## config.mk

```make
export PLATFORM = sky130hd
export DESIGN_NAME = pfla_ram
export DESIGN_NICKNAME = d
export VERILOG_FILES = /design/src/pfla_ram.sv
export SDC_FILE = /design/constraint.sdc
export NUM_CORES = 1
export LEC_CHECK = 0
export ABC_AREA = 1
export BUFFER_PORTS_ARGS = -buffer_cell sky130_fd_sc_hd__buf_2
export CAP_MARGIN = 20
export CORE_UTILIZATION = 35
export DETAILED_ROUTE_END_ITERATION = 6
export MAX_ROUTING_LAYER = met4
export PLACE_DENSITY_LB_ADDON = 0.1
export SLEW_MARGIN = 20
export SYNTH_ARGS = -nofsm -noshare
export SYNTH_HDL_FRONTEND = slang
export SYNTH_SLANG_ARGS = --single-unit
```

## constraint.sdc

```tcl
create_clock -name clk -period 1.4 [get_ports clk]
set_input_delay 0.07 -clock clk [delete_from_list [all_inputs] [get_ports clk]]
set_output_delay 0.07 -clock clk [all_outputs]
set_load 0.05 [all_outputs]
```

## src/pfla_ram.sv

```systemverilog
// ----------------------------------------------------------------------------
// pfla_ram
// single write port, single read port memory with registered read data
// ----------------------------------------------------------------------------
module pfla_ram #(
	parameter int unsigned Width = 8,
	parameter int unsigned Depth = 16
) (
	input  logic                                     clk,
	input  logic                                     we,
	input  logic [((Depth > 1) ? $clog2(Depth) : 1)-1:0] waddr,
	input  logic [Width-1:0]                         wdata,
	input  logic                                     re,
	input  logic [((Depth > 1) ? $clog2(Depth) : 1)-1:0] raddr,
	output logic [Width-1:0]                         rdata
);

	logic [Width-1:0] mem [Depth];

	always_ff @(posedge clk) begin
		if (we) begin
			mem[waddr] <= wdata;
		end
		if (re) begin
			rdata <= mem[raddr];
		end
	end

endmodule

```

# --- Word-level counts from Yosys, hierarchy flattened ---
# Memory sizes are Yosys's and may differ from the RTL's. A register that Yosys moved wholly into a read port is not among the register bits.
# Index checks and enable logic that the tools add are counted.
classes:
  mux: 2
ops:
  columns: ["cell", "count"]
  rows:
  - ["$mux W1", 2]
totals:
  ramBits: 128
  mem_count: 1
  inputBits: 19
  register_bits: 0
  output_inout_bits: 8
  elab_cells: 3
memory_table:
  columns: ["name", "depth", "word_bits", "rd", "rd_clocked_by_memory_dff", "write_ports", "line", "text"]
  rows:
  - ["mem", 16, 8, 1, 1, 1, "18", "logic [Width-1:0] mem [Depth];"]

# --- Depth between registers and ports, before layout ---
logic_depth:
  depth_word: 2
  depth_mapped: 8
  depth_no_buf: 7

# --- Least setup slack after synthesis ---
# No wires, ideal clock.
synth_path:
  kind: "input to register"
  startpoint: "input port waddr[2] in the netlist's numbering"
  endpoint: "memory mem[10][0] (enable)"
  setup_slack_ns: 0.379
  setup_time_ns: 0.370
  cell_stages: 2
  arrival_ns: 0.651
  n_path_buf: 0
  required_time_ns: 1.030
  cell_sequence: "nand3b_1 > nor2_1"
synth_rtl:
  columns: ["item", "line", "text"]
  rows:
  - ["start, declared", "11", "input logic [((Depth > 1) ? $clog2(Depth) : 1)-1:0] waddr,"]
  - ["end, declared", "18", null]
# No word-level cell before the write port.

==> flow_summary.ini <==
[status]
status = complete, no violations

[global_routing]
antenna_found_initial = 0
grt_pass1_wl_um = 22100
grt_busiest_layer = met2
grt_pass1_vias = 3727
grt_max_degree = 33
use_met1 = 0.238
grt_usage = 0.183
grt_overflow_total = 0
grt_use_met2 = 0.277
use_met3 = 0.0509

[placement]
dp_hpwl_um = 8930
portBuffers = 26
place.gp.congestion = 0.811
dp.cells = 794
post_dp_cell_area_mm2 = 0.00633
post-place-ws_ns = -0.00697

[drt]
drt-total-wl_um = 14300
drc = 0
via_per_inst = 4.59
postRouteAntennaNets = 0
wire_per_inst_um = 17.3
drtIter0Drc = 290
firstDrtPassIters = 4
vias = 3787

[clock_network]
post_cts_resized = 0
cts_buffer_depth = 2
insertion_delay_ns = 0.42
cts_tree = built
cts_max_level = 4
numCtsBuffers = 17
post_cts_buffers = 0
clkTransAtPathRegs_ns = 0.06
hold_buffers = 0
clock-root-buffer = clkbuf_16
cts.sink_count = 136

[timing]
relSlewSlack = 0.584
hold_slack_ns = 0.0235
slew_viol_final = 0
setup_violations = 0
min_period_over_period = 0.883
hold_viol_final = 0
period_minus_slack_ns = 1.24
skew_ns = 0.00481
fmax_ghz = 0.808
fin_ws_ns = 0.163
worst_pin_slew_ns = 0.623
rsz0062_at_grt = no

[logic_synthesis]
ys_types = 11
synth_xor_area_frac = 0
syn_area_mm2 = 0.00585
netlist_instances = 551
synth_fa_ha_area_frac = 0
yosys.area.top_type = edfxtp_1
synth.area.top_cells = edfxtp_1 (70%), nand2_1 (11%), nand3_1 (8.3%)
yosysWarnings = 0
synth.net_count = 570
synth_top_family_by_area = simple AND/OR/NAND/NOR gates
syn_avg_cell_area_um2 = 10.6
synth_mux_area_frac = 0
synth_top_cell_area_share = 0.698
ys_ff_latch = 136
synth_simple_gate_area_frac = 0.208
yosysSeqAreaShare = 0.698
synth_compound_area_frac = 0

[worst_setup_path]
worstPathRequired_ns = 1.57
critPathArrivalTime_ns = 1.40
crit_fanout = 1
path_class = flip-flop to flip-flop
r2r_setup_slack_ns = 0.16
startpoint_type = flip-flop
end_kind = flip-flop

[power]
p_sw_frac = 0.223
p_leak_nw = 2.94
finalPower_mw = 9.43
p_comb_frac = 0.069
power_density_mw_per_mm2 = 1370
p_sw_mw = 2.11
p_clk_frac = 0.441
seq_power_share = 0.489
ir_drop_uv = 1120
p_int_mw = 7.33

[cells_and_area]
instances_no_fill = 825
fin_area_mm2 = 0.00687
area_growth_pct = 17.5
antennaDiodeCount = 0
nets = 616
final_layout_size_suffix_gt1_frac = 0.126
num-fill-cells = 1599

[floorplan]
rows = 46
die_y_um = 131
dieArea_mm2 = 0.0172
start_util = 0.363
fp.coreArea_mm2 = 0.0161
ios = 27
die_w_um = 131

[run]
max_cap_violations = 0

[hold_path]
hp-class = input pin to flip-flop
-- worst paths after layout --
kind,from,end,depth (start not counted)
max,mem[5][1],rdata[1],6
min,re,rdata[1],1
max reg2reg,mem[5][1],rdata[1],6
min reg2reg,mem[10][6],rdata[6],6
-- critical path: stages, from the launching register on --
cell,delay (ns)
edfxtp_1,0.37
inv_1,0.07
nand2_1,0.04
nand3_1,0.08
nand3_1,0.13
nand3_1,0.20
nand2_1,0.09
-- area by class of cell --
class / count / area, um^2 / area share
inverters: 102 / 383 / 0.0557
clock inverters: 13 / 113 / 0.0164
clock buffers: 18 / 429 / 0.0624
multi-input cells: 289 / 1210 / 0.177
flip-flops and latches: 136 / 4080 / 0.594
well taps: 216 / 270 / 0.0393
repair buffers: 51 / 380 / 0.0553
-- cells in the mapped netlist (all sizes together) --
cell type and instances:
nand3b 2, nand3 97, nand2 173, buf 24
edfxtp 136, inv 102, nor2 17
-- metal layers --
| metal | vias up | wire (um) |
|---|---|---|
| li1 | 1877 | - |
| met1 | 1806 | 6770 |
| met2 | 89 | 6600 |
| met3 | 15 | 665 |
| met4 | 0 | 226 |
| met5 | - | 0 |
-- power by group through the flow --
stage,Clock [mW],Sequential [mW],Combinational (mW)
2_1_floorplan,0,4.76,0.322
3_3_place_gp,0,4.70,0.664
3_5_place_dp,0,4.70,0.667
4_1_cts,4.24,4.61,0.670
5_1_grt,4.41,4.62,0.727
6_report,4.16,4.61,0.655
-- through the flow --
step                utilization  setup TNS [ns]
floorplan                     -               0
global placement          0.393               0
detailed placement        0.393        -0.00697
CTS                       0.426               0
global route              0.426               0
finish                    0.426               0
-- logic make-up after synthesis --
| logic type | after synthesis |
|---|---|
| flops | 136 |
| buf+inv | 126 |
| simple gates | 289 |
-- placed cells by master, fill, tap and decap left out, drive strengths merged --
cell      Yosys  routed
nand2       173     173
edfxtp      136     136
inv         102     102
nand3        97      97
buf          24      51
clkbuf        0      18
nor2         17      17
clkinv        0       9
nand3b        2       2
bufinv        0       2
clkinvlp      0       2
-- sequential cells by signal (all words and copies together), names as in the netlist --
register	cells
mem	128
rdata	8
No activity file was read; power rests on OpenSTA's default activity.
