File: src/pfla_pkg.sv
// ----------------------------------------------------------------------------
// pfla_pkg
// shared types, codes and constants of the page free list allocator
// ----------------------------------------------------------------------------
package pfla_pkg;

	localparam int unsigned AddrW         = 48;
	localparam int unsigned CurW          = AddrW + 1;  // holds the top of the space itself
	localparam int unsigned PageShift     = 12;
	localparam int unsigned StackDepthDef = 1024;
	localparam int unsigned MaxRegionsDef = 16;
	localparam int unsigned FillBatchDef  = 512;

	localparam logic [CurW-1:0] PageStep = CurW'(64'd1 << PageShift);
	localparam logic [CurW-1:0] PageLow  = CurW'((64'd1 << PageShift) - 64'd1);
	localparam logic [CurW-1:0] LowLimit = CurW'(64'h10_0000);
	localparam logic [CurW-1:0] AddrTop  = {1'b1, {AddrW{1'b0}}};

	typedef enum logic [1:0] {
		CMD_LOAD  = 2'd0,
		CMD_ALLOC = 2'd1,
		CMD_FREE  = 2'd2,
		CMD_NONE  = 2'd3
	} cmd_t;

	typedef enum logic [1:0] {
		STS_OK       = 2'd0,
		STS_OOM      = 2'd1,
		STS_FULL     = 2'd2,
		STS_TBL_FULL = 2'd3
	} status_t;

	typedef struct packed {
		logic             usable;
		logic [AddrW-1:0] length;
		logic [AddrW-1:0] base;
	} region_t;

	// page-aligned walk window of one region, limit exclusive
	typedef struct packed {
		logic [CurW-1:0] first;
		logic [CurW-1:0] limit;
	} bounds_t;

endpackage

File: src/pfla_region_eval.sv
// ----------------------------------------------------------------------------
// pfla_region_eval
// page-aligned walk window of one region table entry
// ----------------------------------------------------------------------------
module pfla_region_eval (
	input  pfla_pkg::region_t region,
	output pfla_pkg::bounds_t bounds
);
	import pfla_pkg::*;

	logic [CurW-1:0] up;
	logic [CurW-1:0] sum;
	logic [CurW-1:0] top;

	always_comb begin
		// start rounded up, nothing below 1 MiB
		up  = ({1'b0, region.base} + PageLow) & ~PageLow;
		// end saturated at the top of the address space, rounded down
		sum = {1'b0, region.base} + {1'b0, region.length};
		top = (sum > AddrTop) ? AddrTop : sum;
		bounds.first = (up < LowLimit) ? LowLimit : up;
		bounds.limit = top & ~PageLow;
	end

endmodule

File: config.mk
export PLATFORM = sky130hd
export DESIGN_NAME = pfla_region_eval
export DESIGN_NICKNAME = d
export VERILOG_FILES = /design/src/pfla_pkg.sv /design/src/pfla_region_eval.sv
export SDC_FILE = /design/constraint.sdc
export NUM_CORES = 1
export LEC_CHECK = 0
export BUFFER_PORTS_ARGS = -buffer_cell sky130_fd_sc_hd__buf_4
export CELL_PAD_IN_SITES_DETAIL_PLACEMENT = 0
export CELL_PAD_IN_SITES_GLOBAL_PLACEMENT = 2
export CORE_ASPECT_RATIO = 0.6
export CORE_UTILIZATION = 25
export DETAILED_ROUTE_END_ITERATION = 8
export PLACE_DENSITY = 0.95
export SYNTH_ARGS = -nofsm -noshare
export SYNTH_HDL_FRONTEND = slang
export SYNTH_SLANG_ARGS = --single-unit
export TNS_END_PERCENT = 100
File: constraint.sdc
create_clock -name vclk -period 4.2
set_input_delay 0.42 -clock vclk [all_inputs]
set_output_delay 0.42 -clock vclk [all_outputs]
set_load 0.03 [all_outputs]
---- Word-level counts from Yosys, hierarchy flattened ----
Index checks and enable logic that the tools add are counted.
cells by class
  add/sub/neg operators ................... 2
  order comparisons ....................... 2
  muxes and demuxes ....................... 2
operators by type and width
  kind                                                                     count
  49-bit two-way mux                                                       2
  48-bit by 12-bit adder with 49-bit output (second input constant)        1
  48-bit by 48-bit adder with 49-bit output                                1
  49-bit greater-than comparator (second input constant)                   1
  49-bit by 21-bit < comparator with 1-bit output (second input constant)  1
storage, ports and cells
  flip-flop bits (word level) ............. 0
  input port bits ......................... 97

---- Depth between registers and ports, before layout ----
Gate-level depths: netlist of the first run.
  depth after elaboration ................. 3
  depth in mapped cells ................... 12

---- Worst setup path after synthesis of the first run ----
Ideal clock, no wire load.
  kind .................................... input-to-output
  from .................................... input port region[33] (netlist bit)
  to ...................................... output port bounds[46] (netlist bit)
  arrival time ............................ 3.814 ns
  data required time ...................... 3.780 ns
  slack ................................... -0.034 ns
  stages on the path ...................... 10
  buffers on the path ..................... 1
  path through ............................ ha_1 clkbuf_1 a211oi_1 o21bai_1 a31oi_1 o221ai_1 or2_2 o2111ai_1 a31oi_2 a2111oi_0
RTL lines
  what         line                   RTL
  from (decl)  pfla_region_eval.sv:6  input pfla_pkg::region_t region,
  to (decl)    pfla_region_eval.sv:7  output pfla_pkg::bounds_t bounds

==> results of run 1 <==
area by class of cell:
cell class         instances  area (um2)
multi-input cells        621        4060
well taps                234         293
fillers                 1878       11300
inverters                 27         101
repair buffers           187        1420
per-layer routing:
metal / vias up / track usage [%]
met1: 2567 / 31.9
met5: - / 0
met4: 0 / 0.316
li1: 2789 / -
met3: 8 / 3.28
met2: 256 / 25.5
path summary, 6_finish.rpt:
kind                    from         end  slack (ns)  depth (start not counted)
setup / recovery   region[0]  bounds[21]        0.30                         14
hold / removal    region[47]  bounds[96]        1.17                          3
report_power, final:
| part | leakage (nW) | internal, mW | switching, mW |
|---|---|---|---|
| logic | 2.56 | 0.398 | 0.676 |
| clock network | 0 | 0 | 0 |
| registers | 0 | 0 | 0 |
| total | 2.56 | 0.398 | 0.676 |
cell families after synthesis:
logic type,count (synthesis),synth area share [%]
AOI/OAI and AO/OA,205,30.2
xor gates and xnor gates,63,12.5
and+or+nand+nor,277,32.6
muxes,3,0.711
buffers and inverters,83,9.68
adders and majority gates,49,14.1
other,1,0.0853
stage by stage:
step           util [%]  power [mW]  worst slack (ns)  instances
6_report           34.2        1.07             0.298       1069
5_1_grt            34.2        1.16            0.0882       1069
4_1_cts            34.2        1.07             0.349       1069
3_5_place_dp       34.2        1.06             0.381       1069
3_3_place_gp       34.2        1.06             0.376       1069
2_1_floorplan         -       0.676             0.366        704
synthesized netlist by cell type (all sizes together) (3+ instances only):
cell type,number,share of area [%]
a21o,10,1.7
clkbuf,20,1.7
o211ai,9,1.5
buf,36,5.6
or3,7,1.0
a211oi,12,2.3
xnor2,36,7.2
a311oi,3,0.74
o21ai,37,4.2
o31ai,7,1.2
nand3,17,2.0
inv,27,2.3
and4,4,0.80
or4,5,0.85
o21a,6,1.0
xor2,27,5.4
nand2,85,7.3
and3,7,1.0
o221ai,4,0.80
o21bai,10,1.7
nand4,22,3.3
nor2b,4,0.57
or2,6,0.85
nor3,45,5.4
nor4,14,3.4
a31oi,6,1.0
ha,48,14
nor2,50,4.3
a21oi,73,8.3
nand2b,3,0.43
==> flow_summary.ini, run 1 <==
[cells_and_area]
drive_gt1_share_pct = 24.8
final_cell_area_um2 = 5870
seq_cells = 0
n_antenna_cell = 0
ff_latch_area_um2 = 0
fin_nets = 983
syn_to_final_growth_pct = 33.5
final_common_cell = buf_4
nClkBuffers = 0
final_cell_mix = buf_4 (186), nand2_1 (85), a21oi_1 (73)

[pwr]
p_per_area_nw_per_um2 = 183
ir_drop_uv = 80.4
p_leak_nw = 2.56

[floorplan]
core_area_um2 = 17200
io-pin-count = 195
die_area_um2 = 18100
die_w_um = 173
dieHeight_um = 105
start_util_pct = 25.6
std_cell_rows = 37

[synthesis]
avgSynthCellArea_um2 = 6.46
syn_area_um2 = 4400
ys_types = 75
syn-instance-count = 681
synth_seq_area_share_pct = 0
yosys_warnings = 0

[setup_path]
crit_path_end_kind = output pin
worst_path_most_repeated_cell = buf_4
cp_max_fo = 14
cp.required_ns = 3.78
cp_cell_sequence = buf_4 -> ha_1 -> inv_1 -> fa_1 -> nor2b_1 -> o31ai_1 -> a31oi_1 -> o21ai_1 -> a211oi_2 -> o2111ai_1 -> a31oi_2 -> buf_4 -> nor3_1 -> buf_4
setup.worst_path.start_class = primary input
timing.critical_path.max_delay_family = compound AO/OA/AOI/OAI gates
cp_data_arrival_time_ns = 3.48
cp.buffers_inverters = 4
path_class = primary input to output pin
critPathMaxStageDelay_ns = 0.38
crit_slowest_cell = a211oi_2

[flow_run]
cap_violations = 0

[timing]
slew_headroom_pct = 57.4
setup_viol = 0
fin_crit_sh_pct = 92.9
max_freq_mhz = 256
hold_ws_ns = 1.17
fin_crit_ns = 3.90
setup-tns-final_ns = 0
hold_violations = 0
worst_slew_pin_slew_ns = 0.633
maxSlewViolCount = 0
rsz0062_at_grt = false

[routing]
drc = 0
route.met3.wl_mm = 1.72
totalWireLength_mm = 18.5
ant_nets = 0
num_vias = 5620
drt-initial-drc-count = 561
avgViaCountPerCell = 5.26
dr_wl_met2_mm = 6.78
met1_length_mm = 9.90
post_drt_wl_per_cell_um = 17.3
dr.pass1.iters = 5
routed.top_layer = met4

[global_route]
first_global_vias = 4864
grt_overflow_total = 0
grt_pass1_wl_mm = 28.0
grt_max_degree = 38
grt_use_total_pct = 19.2
grt_antenna_before_repair = 0

[outcome]
outcome = finished, final reports clean

[hold_path]
min_path_type = primary input to output pin

[placed_design]
place_area_um2 = 5870
place_congestion = 0.949
dp_hpwl_mm = 16.1
io_buffers = 170

[clock_network]
hold_buffers = 0
post_cts_buffers = 0
cts_repair_resize_count = 0
No activity file was read; power rests on OpenSTA's default activity.
==> run 2: changes to the inputs <==
==> constraint.sdc (replaced) <==
create_clock -name vclk -period 4.2
set_input_delay 0.42 -clock vclk [all_inputs]
set_output_delay 0.42 -clock vclk [all_outputs]
set_load 0.05 [all_outputs]
==> run 2 against run 1 <==
  * Global-route usage increased by 0.30 points
  * Sequential cell count unchanged
  * Setup slack improved by 0.033 ns
  * Largest cell class unchanged
  * Critical path type unchanged
==> flow_summary.ini, run 2 (synthesis results as in run 1) <==
[floorplan]
dieHeight_um = 105
die_area_um2 = 18100
io-pin-count = 195
core_area_um2 = 17200
start_util_pct = 25.6
std_cell_rows = 37
die_w_um = 173

[setup_path]
crit_slowest_cell = o31ai_1
path_class = primary input to output pin
setup.worst_path.start_class = primary input
cp_max_fo = 14
cp.buffers_inverters = 5
crit_path_end_kind = output pin
worst_path_most_repeated_cell = buf_4
cp_data_arrival_time_ns = 3.45
cp_cell_sequence = buf_4 -> ha_1 -> inv_1 -> fa_1 -> nor2b_1 -> o31ai_1 -> a31oi_2 -> o21ai_1 -> a211oi_2 -> o2111ai_1 -> a31oi_2 -> buf_4 -> buf_4 -> nor3_1 -> buf_4
cp.required_ns = 3.78
critPathMaxStageDelay_ns = 0.45
timing.critical_path.max_delay_family = compound AO/OA/AOI/OAI gates

[routing]
dr.pass1.iters = 5
totalWireLength_mm = 18.4
drt-initial-drc-count = 632
post_drt_wl_per_cell_um = 17.1
ant_nets = 0
avgViaCountPerCell = 5.21
num_vias = 5588
drc = 0

[placed_design]
io_buffers = 170
place_area_um2 = 5900
place_congestion = 0.935
dp_cells = 1073
dp_hpwl_mm = 16.1

[flow_run]
cap_violations = 0

[cells_and_area]
final_common_cell = buf_4
ff_latch_area_um2 = 0
final_cell_mix = buf_4 (190), nand2_1 (85), a21oi_1 (73)
nClkBuffers = 0
fin_cells = 1073
fin_nets = 987
final.fill_count = 1900
syn_to_final_growth_pct = 34.4
final_cell_area_um2 = 5910
seq_cells = 0
n_antenna_cell = 0
drive_gt1_share_pct = 25.4

[timing]
hold_ws_ns = 1.19
setup_viol = 0
fin_crit_ns = 3.87
max_freq_mhz = 258
slew_headroom_pct = 51.8
fin_crit_sh_pct = 92.1
setup-tns-final_ns = 0
worst_slew_pin_slew_ns = 0.715
maxSlewViolCount = 0
hold_violations = 0
rsz0062_at_grt = false

[clock_network]
cts_repair_resize_count = 0
post_cts_buffers = 0
hold_buffers = 0

[pwr]
p_leak_nw = 2.58
p_per_area_nw_per_um2 = 210
ir_drop_uv = 102

[hold_path]
min_path_type = primary input to output pin
hp-start = region[47]
hold-path-endpoint = bounds[96]
hold_depth = 3

[global_route]
grt_overflow_total = 0
first_global_vias = 5050
grt_pass1_wl_mm = 28.5
grt_max_degree = 23
grt_use_total_pct = 19.5
grt_antenna_before_repair = 0

[outcome]
outcome = finished, final reports clean
run 2: cell count changes in the layout (fill, tap and decap cells not counted):
cell,previous run,this run
buf_4,186,190
a31oi_2,1,2
a31oi_1,5,4
a2111oi_2,0,1
a2111oi_1,1,0
run 2: per-layer routing:
| layer | wire, um | up-vias | part of all wire (%) | GRT usage (%) |
|---|---|---|---|---|
| li1 | - | 2809 | - | - |
| met4 | 62 | 0 | 0.34 | 0.569 |
| met2 | 6600 | 229 | 36 | 25.2 |
| met5 | 0 | - | 0 | 0 |
| met1 | 10400 | 2546 | 56 | 33.4 |
| met3 | 1350 | 4 | 7.3 | 2.40 |
run 2: per-stage QoR:
stage | worst slack (ns) | total power, mW | util, %
4_1_cts | 0.328 | 1.24 | 34.4
2_1_floorplan | -0.156 | 0.835 | -
6_report | 0.330 | 1.24 | 34.4
3_3_place_gp | 0.334 | 1.23 | 34.4
5_1_grt | 0.0283 | 1.33 | 34.4
3_5_place_dp | 0.343 | 1.23 | 34.4
run 2: area by class of cell:
class | count | area (um2) | share of cell area [%]
multi-input combinational | 621 | 4070 | 68.9
timing repair buffer | 191 | 1450 | 24.5
inverter | 27 | 101 | 1.71
tap | 234 | 293 | 4.95
run 2: where the power goes:
group	switching [mW]	leakage (nW)	internal [mW]
logic	0.835	2.58	0.407
registers	0	0	0
clock network	0	0	0
total	0.835	2.58	0.407
run 2: how the worst max path moves through the flow:
stage	from	endpoint	slack, ns	cells after the start
floorplan	region[33]	bounds[28]	-0.16	10
detailed placement	region[0]	bounds[48]	0.34	15
CTS	region[0]	bounds[48]	0.33	15
finish	region[0]	bounds[34]	0.33	15
global route	region[27]	bounds[35]	0.03	13
global placement	region[0]	bounds[48]	0.33	15
run 2: worst min-delay path, stage by stage:
cell and delay, ns:
buf_4 0.10, xnor2_1 0.07, buf_4 0.18
==> run 3: changes to the inputs <==
--- a/config.mk
+++ b/config.mk
@@ -12,6 +12,7 @@
 export CORE_UTILIZATION = 25
 export DETAILED_ROUTE_END_ITERATION = 8
 export PLACE_DENSITY = 0.95
+export REMOVE_ABC_BUFFERS = 1
 export SYNTH_ARGS = -nofsm -noshare
 export SYNTH_HDL_FRONTEND = slang
 export SYNTH_SLANG_ARGS = --single-unit
==> run 3 against run 2 <==
  * Hold slack better by 0.0058 ns
  * Combinational power hardly changed
  * Routed wire length is 0.33% lower
  * Non-clock buffer count is 8 lower
  * Final cell count is 0.75% lower
  * Setup slack worse by 0.056 ns
  * Global-route usage is 0.16 points lower
  * Critical path depth is 1 lower
  * Design area is 1.3% lower
  * Fmax is 1.4% lower
  * Total power is 1.7% lower
  * Die area stayed put
  * Largest cell class unchanged
==> flow_summary.ini, run 3 (synthesis results as in run 1) <==
[cells_and_area]
final.fill_count = 1921
syn_to_final_growth_pct = 32.7
nClkBuffers = 0
n_antenna_cell = 0
ff_latch_area_um2 = 0
final_common_cell = buf_4
multi_input_area_um2 = 4070
drive_gt1_share_pct = 24.4
fin_nets = 979
seq_cells = 0
final_cell_area_um2 = 5830
final_cell_mix = buf_4 (183), nand2_1 (85), a21oi_1 (73)

[timing]
setup-tns-final_ns = 0
setup_viol = 0
rsz0062_at_grt = false
worst_slew_pin_slew_ns = 0.814
slew_headroom_pct = 45.7
max_freq_mhz = 255
fin_crit_sh_pct = 93.5
hold_ws_ns = 1.20
hold_violations = 0
fin_crit_ns = 3.93
maxSlewViolCount = 0
setup_ws_ns = 0.274

[setup_path]
crit_path_end_kind = output pin
cp_max_fo = 21
setup.worst_path.start_class = primary input
cp_data_arrival_time_ns = 3.51
cp.required_ns = 3.78
path_class = primary input to output pin

[pwr]
seq_power_share_pct = 0
p_per_area_nw_per_um2 = 209
power_switching_share_pct = 67.7
p_int_uw = 394
pwr-share-comb_pct = 100.0
p_leak_nw = 2.54
ir_drop_uv = 103
power_mw = 1.22
p_sw_uw = 827
p_clk_share_pct = 0

[placed_design]
pre_cts_slack_ns = 0.329
dp_hpwl_mm = 16.1
io_buffers = 170
place_area_um2 = 5830
place_congestion = 0.913

[routing]
ant_nets = 0
totalWireLength_mm = 18.3
avgViaCountPerCell = 5.17
drc = 0
dr.pass1.iters = 5
drt-initial-drc-count = 463
num_vias = 5507
post_drt_wl_per_cell_um = 17.2

[floorplan]
io-pin-count = 195
std_cell_rows = 37
die_area_um2 = 18100
core_area_um2 = 17200
die_w_um = 173
start_util_pct = 25.6
dieHeight_um = 105

[clock_network]
cts_repair_resize_count = 0
post_cts_buffers = 0
hold_buffers = 0

[outcome]
outcome = finished, final reports clean

[global_route]
grt_pass1_wl_mm = 28.3
first_global_vias = 5023
grt_use_total_pct = 19.3
grt_antenna_before_repair = 0
grt_overflow_total = 0
grt_max_degree = 22

[hold_path]
min_path_type = primary input to output pin

[flow_run]
cap_violations = 0
==> run 3: changes by cell type in the layout (fill, tap and decap cells not counted), sizes merged <==
cell,delta
buf,-8
==> run 3: final timing paths <==
path,from,end,slack [ns],cells after the start
setup / recovery,region[0],bounds[46],0.27,14
hold / removal,region[47],bounds[96],1.20,3
==> run 3: layout make-up <==
cell class,instances,share of cell area (%)
timing repair buffer,183,23.5
inverter,27,1.74
multi-input combinational,621,69.7
tap,234,5.02
==> run 3: per-layer routing <==
| layer | GRT usage, % | vias to the layer above | wire length [um] |
|---|---|---|---|
| li1 | - | 2795 | - |
| met1 | 33.1 | 2511 | 10500 |
| met2 | 25.4 | 195 | 6610 |
| met3 | 1.78 | 6 | 1130 |
| met4 | 0.759 | 0 | 92 |
| met5 | 0 | - | 0 |
==> run 3: per-stage QoR <==
step / utilization (%) / cells
after global routing: 34.0 / 1065
after CTS: 34.0 / 1065
final: 34.0 / 1065
after global placement: 34.0 / 1065
after detailed placement: 34.0 / 1065
after floorplan: - / 648
==> run 3: critical path: stages <==
cell and delay, ns:
buf_4 0.12, ha_1 0.23, inv_1 0.08, fa_1 0.15, nor2b_1 0.04, o31ai_1 0.38
a31oi_1 0.25, o21ai_1 0.34, a211oi_2 0.17, o2111ai_1 0.31, a31oi_4 0.14, buf_4 0.22
a2111oi_0 0.38, buf_4 0.27
==> run 3: power groups by stage <==
stage	clock network [mW]	logic [mW]	registers, mW
floorplan	0	0.807	0
global placement	0	1.21	0
detailed placement	0	1.21	0
CTS	0	1.22	0
global route	0	1.31	0
finish	0	1.22	0
